`src/sv/sst_pkg.sv`:
```
`timescale 1ns / 1ps
// ----------------------------------------------------------------------------
// sst_pkg: shared types and codes of the star separation thinning block
// Beat and store entry layouts, class codes, register indexes, FSM states.
// ----------------------------------------------------------------------------
package sst_pkg;

  localparam int CompW = 16;
  localparam int PsumW = 34;
  localparam int NumComp = 3;

  typedef logic signed [CompW-1:0] comp_t;
  typedef logic signed [PsumW-1:0] psum_t;

  typedef struct packed {
    logic pat;
    comp_t [NumComp-1:0] comp;
  } entry_t;

  // one stored star travelling down the cell chain
  typedef struct packed {
    logic valid;
    logic pat;
    comp_t [NumComp-1:0] comp;
    psum_t psum;
  } beat_t;

  typedef struct packed {
    logic pat_sep;
    logic all_sep;
    logic [7:0] pat_in;
    logic [7:0] all_in;
  } tally_t;

  typedef enum logic [1:0] {
    CLS_REJECT = 2'd0,
    CLS_VERIFY = 2'd1,
    CLS_PATTERN = 2'd2
  } class_t;

  localparam logic [7:0] REG_MIN_SEP = 8'd0;
  localparam logic [7:0] REG_HALF_FOV = 8'd1;
  localparam logic [7:0] REG_PAT_LIMIT = 8'd2;
  localparam logic [7:0] REG_VER_LIMIT = 8'd3;

  typedef enum logic [1:0] {
    ST_IDLE,
    ST_SCAN,
    ST_DRAIN,
    ST_DONE
  } state_t;

endpackage

```
`src/sv/sst_cell.sv`:
```
`timescale 1ns / 1ps
// ----------------------------------------------------------------------------
// sst_cell: one component cell of the dot product chain
// Adds the product of its own component and the leading stored component to
// the running sum, then shifts the stored components down for the next cell.
// ----------------------------------------------------------------------------
module sst_cell (
  input  logic            clk,
  input  logic            rst,
  input  sst_pkg::comp_t  own,
  input  sst_pkg::beat_t  beat_in,
  output sst_pkg::beat_t  beat_out
);

  sst_pkg::beat_t beat_next;
  logic signed [2*sst_pkg::CompW-1:0] prod;

  always_comb begin
    prod = own * beat_in.comp[0];
    beat_next = beat_in;
    beat_next.psum = beat_in.psum + sst_pkg::PsumW'(prod);
    for (int k = 0; k < sst_pkg::NumComp - 1; k++) begin
      beat_next.comp[k] = beat_in.comp[k+1];
    end
    beat_next.comp[sst_pkg::NumComp-1] = '0;
  end

  always_ff @(posedge clk) begin
    if (rst) begin
      beat_out.valid <= 1'b0;
    end else begin
      beat_out.valid <= beat_in.valid;
    end
    beat_out.pat <= beat_next.pat;
    beat_out.comp <= beat_next.comp;
    beat_out.psum <= beat_next.psum;
  end

endmodule

```
`config.mk`:
```
export PLATFORM = sky130hd
export DESIGN_NAME = sst_cell
export DESIGN_NICKNAME = d
export VERILOG_FILES = /design/src/sv/sst_pkg.sv /design/src/sv/sst_cell.sv
export SDC_FILE = /design/constraint.sdc
export NUM_CORES = 1
export LEC_CHECK = 0
export ABC_AREA = 1
export CORE_ASPECT_RATIO = 0.75
export CORE_UTILIZATION = 65
export DETAILED_ROUTE_END_ITERATION = 10
export DONT_BUFFER_PORTS = 1
export PLACE_DENSITY = 0.93
export REMOVE_ABC_BUFFERS = 1
export SYNTH_ARGS = -nofsm -noshare
export SYNTH_HDL_FRONTEND = slang
export SYNTH_SLANG_ARGS = --single-unit
```
`constraint.sdc`:
```
create_clock -name clk -period 14.27 [get_ports clk]
set_clock_uncertainty 0.15 [all_clocks]
set_input_delay 2.854 -clock clk [delete_from_list [all_inputs] [get_ports clk]]
set_output_delay 2.854 -clock clk [all_outputs]
set_load 0.1 [all_outputs]
```
==> summary.md <==
| Metric | Value |
|---|---|
| Status | `finished clean` |
| Final Util | `about 69%` |
| First-pass GRT wire length | `54.4 mm` |
| Ranking of synthesized cells by area | `fa_1 (45%), inv_1 (14%), nand2_1 (11%), dfxtp_1 (10%), ha_1 (9.4%)` |
| Compound-Gate Fraction of Synth Area | `a little under 2%` |
| Vias in the first global route | `approximately 11,000` |
| Hold endpoint | `beat_out[64]$_DFF_P_` |
| Final period util | `a little under three fifths` |
| FMAX | `122 MHz` |
| GP Congestion | `a little under 1` |
| Post-Synth Simple-Gate Area | `roughly 16%` |
| Startpoint Class | `input port` |
| Num CTS Buffers | `9` |
| Hold WC Path Type | `input port to register` |
| Ys flop type | `dfxtp_1` |
| Setup total negative slack | `0 ps` |
| Sequential share of the synthesized area | `10.0%` |
| Max reg flops | `68` |
| Clock sink count | `68` |
| Detailed-route DRC error count | `0` |
| Post-CTS setup buffer count | `0` |
| Synth area leader | `fa_1` |
| Largest family of logic cells by synthesized area | `adder cells` |
| Total number of vias | `about 10,000` |
| Nets@finish | `~2,100` |
| Gr usage total | `32.8%` |
| Post-cts resize count | `0` |
| Maxcap violations | `0` |
| Layout cells sized above 1 | `under 10%` |
| Post-route ant nets | `0` |
| Site Rows | `between 40 and 50` |
| Deepest level of the CTS H-tree | `3` |
| DR iter-0 viols | `slightly below 800` |
| Yosys top cell area share | `between 40% and 50%` |
| Synth Register Bits | `68` |
| DR WL/cell | `17.6 µm` |
| Yosys warning count | `0` |
| Total grt overflow | `0` |
| Most flops, register | `beat_out` |
| Initial Util | `66.7%` |
| Shortest period the worst path allows | `between 8000 and 9000 ps` |
| RSZ-0062 raised after global routing | `no` |
| Final setup fails | `0` |
| CTS root buffer | `clkbuf_16` |
| Fin. max-slew vios | `0` |
| Crit-path max FO | `16` |
| Most common cell after layout, fill and taps aside | `inv_1` |
| Via density per instance | `around 5.3` |
| Post-synthesis cell type count | `34` |
| TritonCTS clock tree | `built` |
| IO Pins | `roughly 190` |
| Full die area | `~0.021 mm²` |
| Core box area | `0.0203 mm²` |
| DRT Pass-1 Iters | `5` |
| Setup crit end kind | `register` |
| Die height | `between 100 and 150 µm` |
| Async SR Flop Fraction | `0%` |
| Clock-pin slew on the worst setup and hold paths | `roughly 60 ps` |
| Synth Area in Adders | `between 50% and 60%` |
| Largest registers | `beat_out: 68 flops` |
| Multiplexer share of the synthesized area | `0%` |
| Final worst slack | `roughly 6100 ps` |
| DP Worst Slack | `a little under 6000 ps` |
| Rel. slew slack | `~29%` |
| Worst-margin pin slew | `between 1000 and 1500 ps` |
| Most frequent cells in the layout | `inv_1 (491), nand2_1 (389), fa_1 (305), ha_1 (102), dfxtp_1 (68)` |
| Crit path kind | `input port to register` |
| PortBufs | `0` |
| Diode count | `0` |
| Final HPWL from detailed placement | `approximately 29 mm` |
| Area Growth Syn to Fin | `3.41%` |
| Initial antenna violation count | `0` |
| Worst EP arrival | `~8300 ps` |
| Clock Path Buffers | `2` |
| Synth Instances | `between 1,500 and 2,000` |
| Syn_area_per_cell | `just over 8 µm²` |
| Post-synth EDFFs | `0` |
| Final Hold Viols | `0` |
| Largest net degree at the start of global routing | `17` |
| Die width | `between 150 and 200 µm` |
| WL final | `between 30 and 40 mm` |
| Post-CTS Hold Fix Bufs | `0` |
| Hold path start | `beat_in[80]` |
| WHS Path Cells | `0` |
| Worst path required time | `between 10,000 and 15,000 ps` |
| Synth Cell Area | `~0.014 mm²` |
| Xor/xnor share of the synthesized area | `between 1 and 1.5%` |
## per-layer routing
metal | part of all wire, % | up-vias | wire, µm | global-route usage [%]
met1 | 37 | 4976 | 12400 | 40.7
met3 | 10 | 82 | 3340 | 7.87
li1 | - | 4463 | - | -
met4 | 2.6 | 0 | 870 | 10.4
met5 | 0 | - | 0 | 0
met2 | 50 | 491 | 16400 | 56.8
## cells by family after synthesis
kind of cell | Yosys count
flops | 68
simple gates | 523
compound gates | 47
fa+ha+maj | 407
other cells | 1
buf+inv | 567
xor+xnor | 22
## area by class of cell
type	count	area (µm²)
Multi-Input combinational cell	1015	10100
Fill cell	1555	6300
Inverter	497	1870
Sequential cell	68	1360
Tap cell	282	353
Clock buffer	9	225
Clock inverter	7	145
Timing Repair Buffer	1	7.51
## through the flow
| stage | cells | area, µm² | hold WS [ps] |
|---|---|---|---|
| 2_1_floorplan | 1580 | 13300 | 2730 |
| 3_3_place_gp | 1863 | 13700 | 2730 |
| 3_5_place_dp | 1863 | 13700 | 2730 |
| 4_1_cts | 1879 | 14000 | 2390 |
| 5_1_grt | 1879 | 14000 | 2380 |
| 6_report | 1879 | 14000 | 2400 |
## cells in the mapped netlist (2+ instances only)
cell type    n
nor3_2       4
nand3_1     32
nand2_2     10
a21oi_2      3
nor2_1      50
ha_1       102
xor2_1      18
or2_2        8
o21ai_0      7
inv_1      491
nand3_2      5
nor4_1       2
fa_1       305
inv_2        3
nor2_2       9
nor3_1       3
clkbuf_1    53
buf_4       16
a21oi_1     29
nand2_1    389
clkinv_1     3
xnor2_1      4
o21ai_1      2
nand4_1      6
dfxtp_1     68
o21bai_1     5
## critical path, stage by stage
cell and delay, ps:
nand2_1 90, inv_1 70, fa_1 670, inv_1 150, fa_1 800, inv_1 160, fa_1 500, inv_1 60
fa_1 560, fa_1 430, fa_1 490, inv_1 40, ha_1 400, nand2_1 150, nor2_1 230, nand2_1 110
nor4_1 200, nand2_1 120, nand4_1 90, nand2_1 60
## worst max path at each step
| stage | start | end | slack [ps] | cells after the start |
|---|---|---|---|---|
| 2_1_floorplan | beat_in[36] | beat_out[33]$_DFF_P_ | 6390 | 22 |
| 3_3_place_gp | beat_in[36] | beat_out[31]$_DFF_P_ | 5960 | 20 |
| 3_5_place_dp | beat_in[36] | beat_out[29]$_DFF_P_ | 5850 | 20 |
| 4_1_cts | beat_in[36] | beat_out[29]$_DFF_P_ | 6160 | 20 |
| 5_1_grt | beat_in[36] | beat_out[29]$_DFF_P_ | 5770 | 20 |
| 6_report | beat_in[36] | beat_out[29]$_DFF_P_ | 6090 | 20 |
Power is not shown: default switching activity piles up to over one toggle a cycle in this logic, so the estimate is an artifact.
