===== config.mk =====
export PLATFORM = sky130hd
export DESIGN_NAME = sst_tally
export DESIGN_NICKNAME = d
export VERILOG_FILES = /design/src/sv/sst_pkg.sv /design/src/sv/sst_tally.sv
export SDC_FILE = /design/constraint.sdc
export NUM_CORES = 1
export LEC_CHECK = 0
export BUFFER_PORTS_ARGS = -buffer_cell sky130_fd_sc_hd__buf_2
export CORE_MARGIN = 3
export CORE_UTILIZATION = 46
export DETAILED_ROUTE_END_ITERATION = 16
export HOLD_SLACK_MARGIN = 0.15
export PLACE_DENSITY = 0.83
export SYNTH_ARGS = -nofsm -noshare
export SYNTH_HDL_FRONTEND = slang
export SYNTH_SLANG_ARGS = --single-unit
export TNS_END_PERCENT = 50

===== constraint.sdc =====
create_clock -name clk -period 2.8 [get_ports clk]
set_clock_uncertainty 0.15 [all_clocks]
set_input_delay 0.42 -clock clk [delete_from_list [all_inputs] [get_ports clk]]
set_output_delay 0.42 -clock clk [all_outputs]
set_load 0.1 [all_outputs]

===== src/sv/sst_pkg.sv =====
`timescale 1ns / 1ps
// ----------------------------------------------------------------------------
// sst_pkg: shared types and codes of the star separation thinning block
// Beat and store entry layouts, class codes, register indexes, FSM states.
// ----------------------------------------------------------------------------
package sst_pkg;

  localparam int CompW = 16;
  localparam int PsumW = 34;
  localparam int NumComp = 3;

  typedef logic signed [CompW-1:0] comp_t;
  typedef logic signed [PsumW-1:0] psum_t;

  typedef struct packed {
    logic pat;
    comp_t [NumComp-1:0] comp;
  } entry_t;

  // one stored star travelling down the cell chain
  typedef struct packed {
    logic valid;
    logic pat;
    comp_t [NumComp-1:0] comp;
    psum_t psum;
  } beat_t;

  typedef struct packed {
    logic pat_sep;
    logic all_sep;
    logic [7:0] pat_in;
    logic [7:0] all_in;
  } tally_t;

  typedef enum logic [1:0] {
    CLS_REJECT = 2'd0,
    CLS_VERIFY = 2'd1,
    CLS_PATTERN = 2'd2
  } class_t;

  localparam logic [7:0] REG_MIN_SEP = 8'd0;
  localparam logic [7:0] REG_HALF_FOV = 8'd1;
  localparam logic [7:0] REG_PAT_LIMIT = 8'd2;
  localparam logic [7:0] REG_VER_LIMIT = 8'd3;

  typedef enum logic [1:0] {
    ST_IDLE,
    ST_SCAN,
    ST_DRAIN,
    ST_DONE
  } state_t;

endpackage


===== src/sv/sst_tally.sv =====
`timescale 1ns / 1ps
// ----------------------------------------------------------------------------
// sst_tally: separation and field-of-view tally
// Compares each finished dot product with both thresholds and keeps the
// separation flags and saturating inside counts for the current star.
// ----------------------------------------------------------------------------
module sst_tally #(
  parameter int VEC_FRAC_BITS = 14
) (
  input  logic                clk,
  input  logic                rst,
  input  logic                clear,
  input  sst_pkg::beat_t      beat,
  input  logic signed [29:0]  min_sep_cos,
  input  logic signed [29:0]  half_fov_cos,
  output sst_pkg::tally_t     tally
);

  localparam int DSH = (2 * VEC_FRAC_BITS < 28) ? 28 - 2 * VEC_FRAC_BITS : 0;
  localparam int TSH = (2 * VEC_FRAC_BITS > 28) ? 2 * VEC_FRAC_BITS - 28 : 0;
  localparam int CW = sst_pkg::PsumW + DSH + TSH + 2;

  logic signed [CW-1:0] dot_al, sep_al, fov_al;
  logic sep, in_fov;
  sst_pkg::tally_t tally_next;

  always_comb begin
    dot_al = CW'(beat.psum) <<< DSH;
    sep_al = CW'(min_sep_cos) <<< TSH;
    fov_al = CW'(half_fov_cos) <<< TSH;
    sep = dot_al < sep_al;
    in_fov = dot_al > fov_al;
    tally_next = tally;
    if (!sep) begin
      tally_next.all_sep = 1'b0;
    end
    if (in_fov && tally.all_in != 8'hFF) begin
      tally_next.all_in = tally.all_in + 8'd1;
    end
    if (beat.pat) begin
      if (!sep) begin
        tally_next.pat_sep = 1'b0;
      end
      if (in_fov && tally.pat_in != 8'hFF) begin
        tally_next.pat_in = tally.pat_in + 8'd1;
      end
    end
  end

  always_ff @(posedge clk) begin
    if (rst || clear) begin
      tally <= '{pat_sep: 1'b1, all_sep: 1'b1, pat_in: 8'd0, all_in: 8'd0};
    end else if (beat.valid) begin
      tally <= tally_next;
    end
  end

endmodule


==> metrics.cfg <==
[outcome]
outcome=completed

[routing]
vias_per_cell=5.51
wl_met2_um=3910
totalWireLength_um=7860
top_layer=met4
vias=3137
drc=0
postRouteAntennaNets=0
drt-met1-wl_um=3290
dr_wl_met3_um=489
routedWlPerCell_um=13.8
first_pass_iters=4
first_iter_violations=124

[synthesis]
yosysTopAreaCell=ha_1
yosysTopAreaCellShare_pct=29.5
synth_area_leaders=ha_1 (30%), dfxtp_1 (12%), inv_1 (8.5%), mux2i_1 (6.2%), nand2_1 (4.1%)
async_flop_share_pct=0
synth-seq-area-share_pct=12.3
syn_avg_cell_area_um2=7.99
synth-edff-count=0
ys_ff_latch=18
synth_ff_type=dfxtp_1
ys_types=54
synthesis.area_um2=2930
yosysWarnings=0
syn_nets=582
syn_inst=366

[cts]
hold_buffers=0
cts_buffers=3
root_buffer=clkbuf_8
cts-resized-gates=0
cts_buffer_depth=2
clock_sinks=18
insertion_delay_ns=0.27
htree_levels=1
clk_pin_slew_worst_paths_ns=0.07
cts_tree=built
post_cts_buffers=0

[floorplan]
core_um2=6030
rows=28
start_util_pct=48.5
die_height_um=85.7
die_w_um=85.7
pin_count=165
fp.dieArea_um2=7350

[worst_setup_path]
crit_top_cell=nor4_4
critical-path-max-stage-delay_ns=0.43
worstPathArrival_ns=2.68
crit_type=input port to flip-flop
cp_num_buf_inv=3
path_max_fanout=8
cp_top_family=simple AND/OR/NAND/NOR gates
slowest_stage=nor4_4
critPathLaunchType=input port
cp_cell_sequence=buf_2 > inv_1 > ha_1 > nand4_2 > nor4_4 > nand3b_2 > o21ai_4 > nor4_4 > buf_4 > o211ai_1 > mux2i_1
worstPathRequired_ns=2.83
setup.worst_path.end_class=flip-flop

[timing]
slew_violations=0
hold_viol=0
fin_setup_tns_ns=0
finalCritPeriodShare_pct=94.5
worst_pin_slew_ns=0.609
relSlewSlack_pct=59.2
rsz0062_at_grt=false
setup_viol=0
clock.fmax_mhz=378
fin_crit_ns=2.64

[final_layout]
layout-drive-gt1-share_pct=32.6
nNetsFinal=711
diodes=0
synthToLayoutAreaGrowth_pct=27.0
largest_register_ffs=18
regMostFlops=tally
reg_top3=tally: 18 flops

[placement]
portBuffers=116
hpwl_um=6770
place_congestion=0.866

[job]
cap_violations=0

[power]
totalPowerFinal_mw=0.911
p_switching_mw=0.333
clkPwrFrac_pct=24.7
seqPwrFrac_pct=28.7
peakVddDrop_v=0.000163
swShare_pct=36.6
p_leak_nw=2.16
cell_internal_pwr_mw=0.577
combPwrFrac_pct=46.7
p_per_area_nw_per_um2=245

[global_routing]
grt_pass1_wl_um=12900
grt_pass1_vias=3133
antenna_found_initial=0
grt_max_degree=16
grt_overflow=0
grtUsageTotal_pct=20.6

[hold_path]
hp-class=input port to flip-flop

kinds of logic (layout without fill, tap and decap cells):
family | count (synthesis) | in the layout | share of synthesized area [%]
fa+ha+maj | 69 | 69 | 29.5
flops | 18 | 18 | 12.3
mux | 19 | 19 | 6.67
simple gates | 104 | 104 | 21.4
compound gates | 85 | 85 | 20.4
buf+inv | 71 | 199 | 9.71
cell type report:
class	count	area, um^2
fill	557	2310
multi-input combinational	277	2280
timing repair buffer	129	678
sequential	18	360
inverter	66	248
tap	75	93.8
clock buffer	4	55.1
power by group through the flow:
stage          Combinational, mW  Sequential [mW]  Clock [mW]
2_1_floorplan              0.246            0.288           0
3_3_place_gp               0.403            0.267           0
3_5_place_dp               0.423            0.267           0
4_1_cts                    0.426            0.261       0.224
5_1_grt                    0.479            0.262       0.230
6_report                   0.425            0.261       0.224
layout by cell type, fill, tap and decap left out, types with 3 or more instances in the layout:
cell        n
o211ai_1    6
buf_4      13
and2_2      5
a21oi_1    21
a21o_1     15
nand4_1    17
nand3_1     8
or3_1      10
nor3_1      4
nor2_1      5
o21ai_0    11
a31oi_1     4
or3_2       4
inv_1      66
nand2_1    32
dfxtp_1    18
mux2i_1    18
ha_1       69
nor4_1      4
buf_2     116
clkbuf_8    4
nand4_2     3
o21a_1      5
worst register-to-register path, stage by stage, from the launching register on:
cell and delay, ns:
dfxtp_1 0.37, ha_1 0.24, and3_1 0.22, and3_1 0.22, a31oi_1 0.50, nand4_1 0.16, a31oi_1 0.17, a41o_1 0.14
mux2i_1 0.18
final timing paths:
| path | end | slack, ns | cells past startpoint | from |
|---|---|---|---|---|
| setup / recovery | tally[6]$_SDFFE_PP0P_ | 0.16 | 11 | half_fov_cos[29] |
| hold / removal | tally[16]$_SDFFE_PP1P_ | 0.26 | 2 | beat[83] |
| setup reg to reg | tally[10]$_SDFFE_PP0P_ | 0.37 | 8 | tally[8]$_SDFFE_PP0P_ |
| hold reg to reg | tally[5]$_SDFFE_PP0P_ | 0.33 | 2 | tally[5]$_SDFFE_PP0P_ |
stage by stage:
step / area (um^2) / std cells / hold WS [ns] / setup slack, ns / util [%]
floorplan: 2930 / 366 / 0.376 / 0.0886 / -
global placement: 3660 / 565 / 0.317 / -0.0140 / 60.8
detailed placement: 3660 / 565 / 0.330 / -0.110 / 60.8
CTS: 3720 / 569 / 0.250 / 0.133 / 61.7
global route: 3720 / 569 / 0.263 / 0.00691 / 61.7
finish: 3720 / 569 / 0.255 / 0.155 / 61.7
Yosys cell counts (2+ instances only):
cell       n
o211ai_1   6
nor4_4     2
mux2i_1   18
o22ai_1    2
nand2_1   32
nand4_2    3
nor2_1     5
nand4_1   17
ha_1      69
a31oi_1    4
o21a_1     5
nor3_1     4
o21ai_0   11
nand3_1    8
and3_2     2
and3_1     2
inv_1     66
a21oi_1   21
a21o_1    15
and2_2     5
o31ai_1    2
or3_1     10
or3_2      4
buf_2      2
dfxtp_1   18
nor4_1     4
a221o_1    2
routing by layer:
layer / vias to the layer above / GRT usage [%]
met2: 119 / 37.7
met4: 0 / 8.20
met5: - / 0
met1: 1409 / 24.6
li1: 1591 / -
met3: 18 / 1.73
(Power assumes the default switching activity.)
